File: src/sv/mcs51_ipd_pkg.sv
// Package for the MCS-51 instruction predecoder: opcode constants, the
// operand-format length table, the instruction record type and decode helpers.
// No dependencies.
`timescale 1ns / 1ps

package mcs51_ipd_pkg;

   // Target kinds reported with each instruction
   localparam logic [1:0] KIND_NONE     = 2'd0;
   localparam logic [1:0] KIND_RELATIVE = 2'd1;
   localparam logic [1:0] KIND_PAGED    = 2'd2;
   localparam logic [1:0] KIND_LONG     = 2'd3;

   // Opcodes and opcode patterns
   localparam logic [7:0]  OP_LJMP      = 8'h02;
   localparam logic [7:0]  OP_LCALL     = 8'h12;
   localparam logic [7:0]  OP_SJMP      = 8'h80;
   localparam logic [7:0]  OP_JMP_IND   = 8'h73;
   localparam logic [7:0]  OP_RESERVED  = 8'ha5;
   localparam logic [7:0]  OP_DJNZ_DIR  = 8'hd5;
   localparam logic [7:0]  OP_RET_MASK  = 8'hef;
   localparam logic [7:0]  OP_RET       = 8'h22;
   localparam logic [4:0]  OP_AJMP_LO   = 5'h01;
   localparam logic [4:0]  OP_ACALL_LO  = 5'h11;
   localparam logic [4:0]  OP_DJNZ_RN_HI = 5'b11011;
   localparam logic [3:0]  HI_CJNE      = 4'hb;
   localparam logic [15:0] PAGE_MASK    = 16'hf800;

   // Instruction length by operand-format group and high nibble
   localparam logic [1:0] LEN_TAB [8][16] = '{
      '{2'd1,2'd3,2'd3,2'd3,2'd2,2'd2,2'd2,2'd2,2'd2,2'd3,2'd2,2'd2,2'd2,2'd2,2'd1,2'd1},
      '{2'd2,2'd2,2'd2,2'd2,2'd2,2'd2,2'd2,2'd2,2'd2,2'd2,2'd2,2'd2,2'd2,2'd2,2'd2,2'd2},
      '{2'd3,2'd3,2'd1,2'd1,2'd2,2'd2,2'd2,2'd2,2'd2,2'd2,2'd2,2'd2,2'd2,2'd2,2'd1,2'd1},
      '{2'd1,2'd1,2'd1,2'd1,2'd3,2'd3,2'd3,2'd1,2'd1,2'd1,2'd1,2'd1,2'd1,2'd1,2'd1,2'd1},
      '{2'd1,2'd1,2'd2,2'd2,2'd2,2'd2,2'd2,2'd2,2'd1,2'd2,2'd1,2'd3,2'd1,2'd1,2'd1,2'd1},
      '{2'd2,2'd2,2'd2,2'd2,2'd2,2'd2,2'd2,2'd3,2'd3,2'd2,2'd1,2'd3,2'd2,2'd3,2'd2,2'd2},
      '{2'd1,2'd1,2'd1,2'd1,2'd1,2'd1,2'd1,2'd2,2'd2,2'd1,2'd2,2'd3,2'd1,2'd1,2'd1,2'd1},
      '{2'd1,2'd1,2'd1,2'd1,2'd1,2'd1,2'd1,2'd2,2'd2,2'd1,2'd2,2'd3,2'd1,2'd2,2'd1,2'd1}
   };

   // One assembled instruction
   typedef struct packed {
      logic [7:0]  opcode;
      logic [15:0] address;
      logic [1:0]  length;
      logic [7:0]  operand0;
      logic [7:0]  operand1;
   } instr_type;

   // Total instruction length from the opcode
   function automatic logic [1:0] op_length(input logic [7:0] op);
      logic [2:0] grp;
      if (op[3:0] < 4'd6) begin
         grp = op[2:0];
      end else if (op[3:0] < 4'd8) begin
         grp = 3'd6;
      end else begin
         grp = 3'd7;
      end
      return LEN_TAB[grp][op[7:4]];
   endfunction

   // Conditional and short jumps with a relative offset
   function automatic logic is_relative(input logic [7:0] op);
      logic [3:0] hi;
      logic [3:0] lo;
      hi = op[7:4];
      lo = op[3:0];
      return (lo == 4'd0 && hi >= 4'd1 && hi <= 4'd8) ||
             (hi == HI_CJNE && lo >= 4'd4) ||
             (op == OP_DJNZ_DIR) || (op[7:3] == OP_DJNZ_RN_HI);
   endfunction

endpackage

File: src/sv/mcs51_instruction_predecoder.sv
// Top level of the MCS-51 instruction predecoder.
// Depends on mcs51_ipd_pkg.
`timescale 1ns / 1ps

// Usage:
//  The req_ channel carries one code byte per item with its program address
//  and a restart mark. Bytes are collected into instructions; the length of
//  each comes from its opcode. A restart drops any partial instruction.
//  The rsp_ channel carries one item per completed instruction: address,
//  opcode, length, operands, branch target and kind, and flow flags.
//  Path: the instruction's last byte is captured in the record register,
//  then its decoded result is registered in the result register.
//  Throughput: one byte per cycle unless the output stalls; the length
//  lookup is at the input, two 16-bit adds precede the result register.
//  Stalls: when rsp_ready is low the result register holds, the record
//  register fills, and only then does req_ready drop.
//  Reset: synchronous, active high; the block expects an opcode next and
//  holds no pending results.
module mcs51_instruction_predecoder (
   input  logic        clock,
   input  logic        reset,
   input  logic        req_valid,
   output logic        req_ready,
   input  logic [7:0]  req_code_byte,
   input  logic [15:0] req_byte_address,
   input  logic        req_restart,
   output logic        rsp_valid,
   input  logic        rsp_ready,
   output logic [15:0] rsp_instr_address,
   output logic [7:0]  rsp_opcode,
   output logic [1:0]  rsp_instr_length,
   output logic [7:0]  rsp_first_operand,
   output logic [7:0]  rsp_second_operand,
   output logic [15:0] rsp_target_address,
   output logic [1:0]  rsp_target_kind,
   output logic        rsp_is_call,
   output logic        rsp_is_break,
   output logic        rsp_is_indirect,
   output logic        rsp_is_undefined
);
   import mcs51_ipd_pkg::*;

   // Assembly state
   logic [7:0]  op_ff, op_in;
   logic [15:0] addr_ff, addr_in;
   logic [7:0]  opnd0_ff, opnd0_in;
   logic [7:0]  opnd1_ff, opnd1_in;
   logic [1:0]  seen_ff, seen_in;
   logic [1:0]  need_ff, need_in;

   // Completed record stage
   logic        rec_valid_ff, rec_valid_in;
   instr_type   rec_ff, rec_in;
   logic        rec_fire;

   // Result register
   logic        out_valid_ff, out_valid_in;
   logic [15:0] out_addr_ff, out_target_ff, out_target_in;
   logic [7:0]  out_op_ff, out_a1_ff, out_a2_ff;
   logic [1:0]  out_len_ff, out_kind_ff, out_kind_in;
   logic        out_call_ff, out_break_ff, out_ind_ff, out_undef_ff;
   logic        out_call_in, out_break_in;

   logic        accept;
   logic        rec_advance;
   logic        start;
   logic [1:0]  new_len;
   logic [1:0]  seen_next;
   logic [15:0] next_addr;
   logic [7:0]  offset;

   // Handshake: a new byte may enter whenever the record slot will be free
   assign rec_advance = rec_valid_ff && (!out_valid_ff || rsp_ready);
   assign req_ready   = !rec_valid_ff || rec_advance;
   assign accept      = req_valid && req_ready;

   // Instruction assembly
   assign start     = req_restart || (seen_ff == 2'd0) || (seen_ff >= need_ff);
   assign new_len   = op_length(req_code_byte);
   assign seen_next = seen_ff + 2'd1;

   always_comb begin
      op_in    = op_ff;
      addr_in  = addr_ff;
      opnd0_in = opnd0_ff;
      opnd1_in = opnd1_ff;
      seen_in  = seen_ff;
      need_in  = need_ff;
      rec_fire = 1'b0;
      if (accept) begin
         if (start) begin
            op_in    = req_code_byte;
            addr_in  = req_byte_address;
            opnd0_in = 8'd0;
            opnd1_in = 8'd0;
            need_in  = new_len;
            if (new_len <= 2'd1) begin
               seen_in  = 2'd0;
               rec_fire = 1'b1;
            end else begin
               seen_in = 2'd1;
            end
         end else begin
            if (seen_ff == 2'd1) begin
               opnd0_in = req_code_byte;
            end else begin
               opnd1_in = req_code_byte;
            end
            if (seen_next >= need_ff) begin
               seen_in  = 2'd0;
               rec_fire = 1'b1;
            end else begin
               seen_in = seen_next;
            end
         end
      end
   end

   // Record of the completed instruction
   always_comb begin
      rec_in.opcode   = op_in;
      rec_in.address  = addr_in;
      rec_in.length   = need_in;
      rec_in.operand0 = opnd0_in;
      rec_in.operand1 = opnd1_in;
      if (rec_fire) begin
         rec_valid_in = 1'b1;
      end else if (rec_advance) begin
         rec_valid_in = 1'b0;
      end else begin
         rec_valid_in = rec_valid_ff;
      end
   end

   // Target and flag decode
   assign next_addr = rec_ff.address + {14'd0, rec_ff.length};
   assign offset    = (rec_ff.length == 2'd3) ? rec_ff.operand1 : rec_ff.operand0;

   always_comb begin
      out_kind_in   = KIND_NONE;
      out_target_in = 16'd0;
      if (rec_ff.opcode[4:0] == OP_AJMP_LO || rec_ff.opcode[4:0] == OP_ACALL_LO) begin
         out_kind_in   = KIND_PAGED;
         out_target_in = {next_addr[15:11], rec_ff.opcode[7:5], rec_ff.operand0};
      end else if (rec_ff.opcode == OP_LJMP || rec_ff.opcode == OP_LCALL) begin
         out_kind_in   = KIND_LONG;
         out_target_in = {rec_ff.operand0, rec_ff.operand1};
      end else if (is_relative(rec_ff.opcode)) begin
         out_kind_in   = KIND_RELATIVE;
         out_target_in = next_addr + {{8{offset[7]}}, offset};
      end
      out_call_in  = (rec_ff.opcode[4:0] == OP_ACALL_LO) || (rec_ff.opcode == OP_LCALL);
      out_break_in = ((rec_ff.opcode & OP_RET_MASK) == OP_RET) ||
                     (rec_ff.opcode[4:0] == OP_AJMP_LO) || (rec_ff.opcode == OP_LJMP) ||
                     (rec_ff.opcode == OP_SJMP) || (rec_ff.opcode == OP_JMP_IND);
      if (rec_advance) begin
         out_valid_in = 1'b1;
      end else if (rsp_ready) begin
         out_valid_in = 1'b0;
      end else begin
         out_valid_in = out_valid_ff;
      end
   end

   // Control registers
   always_ff @(posedge clock) begin
      if (reset) begin
         seen_ff      <= 2'd0;
         need_ff      <= 2'd1;
         rec_valid_ff <= 1'b0;
         out_valid_ff <= 1'b0;
      end else begin
         seen_ff      <= seen_in;
         need_ff      <= need_in;
         rec_valid_ff <= rec_valid_in;
         out_valid_ff <= out_valid_in;
      end
   end

   // Payload registers
   always_ff @(posedge clock) begin
      op_ff    <= op_in;
      addr_ff  <= addr_in;
      opnd0_ff <= opnd0_in;
      opnd1_ff <= opnd1_in;
      if (rec_fire) begin
         rec_ff <= rec_in;
      end
      if (rec_advance) begin
         out_addr_ff   <= rec_ff.address;
         out_op_ff     <= rec_ff.opcode;
         out_len_ff    <= rec_ff.length;
         out_a1_ff     <= rec_ff.operand0;
         out_a2_ff     <= rec_ff.operand1;
         out_target_ff <= out_target_in;
         out_kind_ff   <= out_kind_in;
         out_call_ff   <= out_call_in;
         out_break_ff  <= out_break_in;
         out_ind_ff    <= (rec_ff.opcode == OP_JMP_IND);
         out_undef_ff  <= (rec_ff.opcode == OP_RESERVED);
      end
   end

   assign rsp_valid          = out_valid_ff;
   assign rsp_instr_address  = out_addr_ff;
   assign rsp_opcode         = out_op_ff;
   assign rsp_instr_length   = out_len_ff;
   assign rsp_first_operand  = out_a1_ff;
   assign rsp_second_operand = out_a2_ff;
   assign rsp_target_address = out_target_ff;
   assign rsp_target_kind    = out_kind_ff;
   assign rsp_is_call        = out_call_ff;
   assign rsp_is_break       = out_break_ff;
   assign rsp_is_indirect    = out_ind_ff;
   assign rsp_is_undefined   = out_undef_ff;

   // Checks
   a_seen_below_need: assert property (@(posedge clock) disable iff (reset)
      seen_ff != 2'd0 |-> seen_ff < need_ff)
      else $error("byte count reached instruction length without completing");

   a_len_nonzero: assert property (@(posedge clock) disable iff (reset)
      rsp_valid |-> rsp_instr_length != 2'd0)
      else $error("result item with zero length");

   a_no_target: assert property (@(posedge clock) disable iff (reset)
      rsp_valid && rsp_target_kind == KIND_NONE |-> rsp_target_address == 16'd0)
      else $error("target address set without a target kind");

   a_indirect_breaks: assert property (@(posedge clock) disable iff (reset)
      rsp_valid && rsp_is_indirect |-> rsp_is_break)
      else $error("indirect jump not marked as flow break");

   a_record_not_lost: assert property (@(posedge clock) disable iff (reset)
      rec_valid_ff && !rec_advance |=> rec_valid_ff && $stable(rec_ff))
      else $error("pending instruction record dropped or overwritten");

endmodule

File: config.mk
export PLATFORM = sky130hd
export DESIGN_NAME = mcs51_instruction_predecoder
export DESIGN_NICKNAME = d
export VERILOG_FILES = /design/src/sv/mcs51_ipd_pkg.sv /design/src/sv/mcs51_instruction_predecoder.sv
export SDC_FILE = /design/constraint.sdc
export NUM_CORES = 1
export LEC_CHECK = 0
export BUFFER_PORTS_ARGS = -buffer_cell sky130_fd_sc_hd__buf_2
export CAP_MARGIN = 30
export CORE_MARGIN = 1
export CORE_UTILIZATION = 35
export CTS_BUF_LIST = sky130_fd_sc_hd__clkbuf_8
export DETAILED_ROUTE_END_ITERATION = 8
export PLACE_DENSITY = 0.55
export SLEW_MARGIN = 5
export SYNTH_ARGS = -nofsm -noshare
export SYNTH_HDL_FRONTEND = slang
export SYNTH_SLANG_ARGS = --single-unit
File: constraint.sdc
create_clock -name clock -period 13.99 [get_ports clock]
set_clock_uncertainty 0.05 [all_clocks]
set_input_delay 1.399 -clock clock [delete_from_list [all_inputs] [get_ports clock]]
set_output_delay 1.399 -clock clock [all_outputs]
set_load 0.01 [all_outputs]
==> results of run 1 <==
==> power by group <==
group	internal [W]	leakage (nW)	total (W)	switching, W
Sequential	0.000523	1.39	0.000544	0.0000213
Combinational	0.0000746	1.63	0.000188	0.000114
Clock	0.000166	0.201	0.000329	0.000163
==> state kept, by name, indices dropped and copies added (netlist names), 16 cells and up <==
name / count
rsp_target_address: 16
addr_ff: 16
rec_ff: 42
rsp_instr_address: 16
==> layout by cell type, fill, tap and decap left out, drive strengths merged, types with 4 or more instances in the layout <==
cell,instances
mux2i,8
mux2,9
xor2,8
xnor2,15
a21o,8
a22oi,7
o211ai,5
ha,28
dfxtp,46
nor2,43
nand2b,11
nand2,106
inv,19
buf,99
a221oi,5
o21ai,24
clkbuf,19
o21a,4
nand4,6
edfxtp,106
nor2b,11
nor3,5
nand3,23
a21oi,38
and2,4
or2,4
==> area by class of cell <==
cell class | instances | area (µm²) | share of cell area (%)
Clock buffer | 19 | 262 | 3.19
Clock inverter | 12 | 126 | 1.54
Inverter | 14 | 52.6 | 0.641
Multi-Input combinational cell | 428 | 2800 | 34.2
Sequential cell | 152 | 4100 | 50.1
Tap cell | 265 | 332 | 4.05
Timing Repair Buffer | 99 | 515 | 6.29
==> path summary, 6_finish.rpt <==
kind	endpoint	depth (start not counted)	slack, ps	from
worst min-delay path	addr_ff[4]$_DFF_P_	2	400	addr_ff[4]$_DFF_P_
worst max-delay path	rec_ff[22]$_DFFE_PP_	12	10190	req_code_byte[2]
worst max register to register	rsp_target_address[15]$_DFFE_PP_	13	10520	rec_ff[16]$_DFFE_PP_
worst min register to register	addr_ff[4]$_DFF_P_	2	400	addr_ff[4]$_DFF_P_
==> synthesized netlist by cell type, types with 3 or more instances <==
cell      number
a211oi_1       3
a21o_1         8
a21oi_1       36
a221oi_1       4
a22oi_1        7
a31oi_1        3
and2_1         4
buf_2         14
clkbuf_1       8
dfxtp_1       46
edfxtp_1     106
ha_1          28
inv_1         14
mux2_2         9
mux2i_1        8
nand2_1      106
nand2b_1      11
nand3_1       23
nand4_1        5
nor2_1        42
nor2b_1       11
nor3_1         4
o211ai_1       5
o21a_1         4
o21ai_0       22
o21bai_1       3
o221ai_1       3
or2_1          3
xnor2_1       15
xor2_1         8
==> worst reg2reg max path, stage by stage (launching register included) <==
cell and delay (ps):
edfxtp_1 410, ha_1 210, fa_1 220, nand3_1 110
nor2_1 300, nand4_1 160, xnor2_1 200, ha_1 420
and3_1 230, nand2_1 60, or4b_1 500, nand3_1 110
xnor2_1 120, o21ai_1 100
==> per-layer routing <==
layer	GRT usage [%]	vias to the layer above	wire length (µm)
met4	6.93	0	354
met1	20.3	2382	7200
li1	-	2436	-
met3	3.87	29	746
met5	0	-	0
met2	26.2	144	7610
==> kinds of logic after synthesis <==
logic type / share of synthesized area (%)
AO/OA/AOI/OAI: 11.9
adder cells (fa/ha/maj): 5.51
flip-flops: 58.0
XOR/XNOR: 3.16
buffers and inverters: 2.69
multiplexers: 2.88
AND/OR/NAND/NOR: 15.9
==> metrics by stage <==
step	std cells	worst slack, ps	hold slack [ps]	utilization (%)	power [W]
finish	989	10190	397	41.7	0.00106
global placement	957	9880	378	39.6	0.000737
floorplan	621	7620	364	-	0.000687
detailed placement	958	9770	382	39.7	0.000744
CTS	989	10250	400	41.7	0.00107
global route	989	9990	415	41.7	0.00111
==> impl_metrics.ini, run 1 <==
[status]
status = complete, no violations

[yosys]
synth_area_leaders = edfxtp_1 (45%), dfxtp_1 (13%), nand2_1 (5.6%)
ys.warnings.count = 0
synth_top_flop_cell = edfxtp_1
ys_types = 74
yosys.area.top_type_share_pct = 45.0
ys_seq_elements = 152
netlist_instances = 621
syn_area_per_cell_um2 = 11.4
synth_edf_count = 106
syn_area_mm2 = 0.00708
synth_fp_nets = 680
yosysSeqAreaShare_pct = 58.0
async_reset_ff_share_pct = 0
synth_largest_area_cell = edfxtp_1

[floorplanning]
core_area_mm2 = 0.0197
rows = 51
die_x_um = 144
io_pins = 95
dieArea_mm2 = 0.0208
die_h_um = 144
start_util_pct = 36.0

[sta]
setup_viol = 0
hold_viol = 0
tns_ps = 0
finalCriticalPeriod_ps = 3800
max_freq_mhz = 263
fin_crit_sh_pct = 27.2
tightest_slew_ps = 865
finalMaxSlewViolations = 0
rsz0062_at_grt = no
slew_headroom_pct = 42.3

[critical_path]
crit_type = in -> reg
critical_path.top_delay_family = compound AO/OA/AOI/OAI gates
critPathCaptureType = register
cp-start-kind = input pin
cp_max_fo = 42
cpMaxStageDelayCell = or3b_1
max_stage_delay_ps = 350
required_ps = 14070
crit_buf_inv = 3
crit_arrival_ps = 3890
path_cells = buf_2, nand2_1, a21oi_1, inv_1, ha_1, or3b_1, a211o_1, a21oi_2, o32ai_2, nor2_1, nor3_2, buf_4

[layout]
fill_cells = 1914
drive_gt1_share_pct = 22.0
nets = 771
layout-area-overhead-vs-synth_pct = 15.7
diodes = 0
design_area_mm2 = 0.00819

[clock_network]
insertion_delay_ps = 450
cts-resized-gates = 0
clk_path_buf_depth = 2
postCtsHoldBufs = 0
cts.htree.levels = 4
post_cts_buffers = 0
cts_buffers = 17
clkTransAtPathRegs_ps = 70
cts_tree = yes
cts.sinks = 152
cts-root-buf = clkbuf_8

[detailed_routing]
vias_per_cell = 5.05
via_count = 4991
dr.pass1.iters = 5
drt_iter0_drc = 304
wl_per_cell_um = 16.1
drc = 0
finalWirelength_mm = 15.9
drtAntennaViolNets = 0

[grt]
antenna_found_initial = 0
grt.total_usage_pct = 16.1
grt_max_degree = 65
grt_pass1_wl_mm = 25.2
grt_pass1_vias = 4940
grt_overflow = 0

[hold_path]
hp-class = reg -> reg

[placed_design]
gp_congestion = 0.917
io_buffer_count = 94
post_dp_cell_area_mm2 = 0.00780
dp_hpwl_mm = 11.5

[power]
p_leak_nw = 3.22
p_per_area_mw_per_mm2 = 130
ir_worst_vdd_mv = 0.0541

[run]
cap_violations = 0
(Power assumes the default switching activity.)
==> inputs of run 2 (changes only) <==
Clock period 13.99 ns to 3.6 ns, I/O delays scaled along.
==> impl_metrics.ini, run 2 (same netlist as run 1, synthesis figures left out) <==
[grt]
grt_pass1_wl_mm = 25.8
antenna_found_initial = 0
grt_pass1_vias = 4841
grt_max_degree = 43
grt_overflow = 0
grt.total_usage_pct = 16.6

[critical_path]
cp_max_fo = 7
required_ps = 3830
cp-start-kind = register
crit_type = reg -> reg
critPathCaptureType = register
crit_arrival_ps = 3580
path_cells = ha_1, fa_1, nand3_1, nor2_2, nand4_1, xnor2_1, ha_1, and3_1, o21a_1, a21o_1, nand2_1, or4_1, o211ai_1
max_stage_delay_ps = 470
cpMaxStageDelayCell = or4_1
path_common_cell = ha_1

[layout]
layout-area-overhead-vs-synth_pct = 15.7
final_cell_mix = nand2_1 (106), edfxtp_1 (106), buf_2 (94)
largest_reg_flops = 42
fill_cells = 1969
regArea_mm2 = 0.00410
regMostFlops = rec_ff
diodes = 0
multi_input_area_mm2 = 0.00281
nets = 773
drive_gt1_share_pct = 22.3

[sta]
hold_viol = 0
rsz0062_at_grt = no
slew_headroom_pct = 50.4
final.hold.worst_slack_ps = 84.3
finalMaxSlewViolations = 0
max_freq_mhz = 299
setup_viol = 0
finalCriticalPeriod_ps = 3350
tns_ps = 0
fin_crit_sh_pct = 93.0
tightest_slew_ps = 743

[detailed_routing]
drtAntennaViolNets = 0
wl_per_cell_um = 16.7
finalWirelength_mm = 16.6
dr.pass1.iters = 4
drc = 0
via_count = 4916
vias_per_cell = 4.96
drt_iter0_drc = 358

[clock_network]
clk_path_buf_depth = 2
insertion_delay_ps = 430
cts.sinks = 152
cts_tree = yes
cts-root-buf = clkbuf_8
clkTransAtPathRegs_ps = 80
cts_buffers = 17
cts.htree.levels = 4
postCtsHoldBufs = 0

[placed_design]
gp_congestion = 0.876
io_buffer_count = 94
dp_hpwl_mm = 12.3

[floorplanning]
io_pins = 95
die_h_um = 144
rows = 51
start_util_pct = 36.0
dieArea_mm2 = 0.0208
die_x_um = 144
core_area_mm2 = 0.0197

[hold_path]
hp-class = in -> reg

[power]
ir_worst_vdd_mv = 0.219
p_per_area_mw_per_mm2 = 494
p_leak_nw = 3.21

[status]
status = complete, no violations

[run]
cap_violations = 0
run 2: cell count changes in the layout (fill, tap and decap cells not counted), sizes merged:
| cell | delta |
|---|---|
| clkinvlp | +2 |
| buf | +2 |
| clkinv | +1 |
| bufinv | -1 |
| clkbuf | -1 |
run 2: power by group:
part	internal, W	leakage (nW)	total (W)	switching [W]
combinational	0.000296	1.64	0.000749	0.000453
sequential	0.00203	1.39	0.00212	0.0000869
clock	0.000557	0.183	0.00118	0.000627
total	0.00288	3.21	0.00405	0.00117
run 2: worst max-delay path: cells and delay by family (launching register included):
| family | cells | cell delay (ps) |
|---|---|---|
| XOR/XNOR | 1 | 70 |
| AO/OA/AOI/OAI | 3 | 440 |
| flip-flops | 1 | 420 |
| adder cells (fa/ha/maj) | 3 | 1070 |
| AND/OR/NAND/NOR | 6 | 1130 |
run 2: routing by layer:
metal / global-route usage (%) / up-vias / share of wire, %
met5: 0 / - / 0
met4: 5.65 / 0 / 0.62
met3: 3.11 / 8 / 3.9
met2: 27.8 / 105 / 50
met1: 21.6 / 2363 / 46
li1: - / 2440 / -
run 2: final timing paths:
path | start | endpoint | slack [ps] | depth (start not counted)
max | rec_ff[16]$_DFFE_PP_ | rsp_target_address[14]$_DFFE_PP_ | 250 | 13
min | req_byte_address[6] | addr_ff[6]$_DFF_P_ | 80 | 3
max reg2reg | rec_ff[16]$_DFFE_PP_ | rsp_target_address[14]$_DFFE_PP_ | 250 | 13
min reg2reg | addr_ff[3]$_DFF_P_ | addr_ff[3]$_DFF_P_ | 400 | 2
run 2: repair_timing:
| action | 4_1_cts | 5_1_grt |
|---|---|---|
| buffers inserted | 0 | 0 |
| resized for setup | 0 | 1 |
| setup endpoints to repair | 0 | 1 |
run 2: cell type report:
type,instances,share of cell area [%]
sequential,152,50.1
tap,265,4.05
inverter,14,0.641
multi-input combinational,428,34.3
timing repair buffer,101,6.53
clock buffer,18,3.02
clock inverter,14,1.36
run 2: through the flow:
step           setup WS [ps]  cells  instance area (µm²)  util (%)  total power (W)
2_1_floorplan            176    621                 7090         -          0.00267
3_3_place_gp             311    960                 7830      39.9          0.00290
3_5_place_dp             224    960                 7830      39.9          0.00291
4_1_cts                  191    992                 8190      41.7          0.00410
5_1_grt                 48.6    992                 8200      41.7          0.00426
6_report                 251    992                 8200      41.7          0.00405
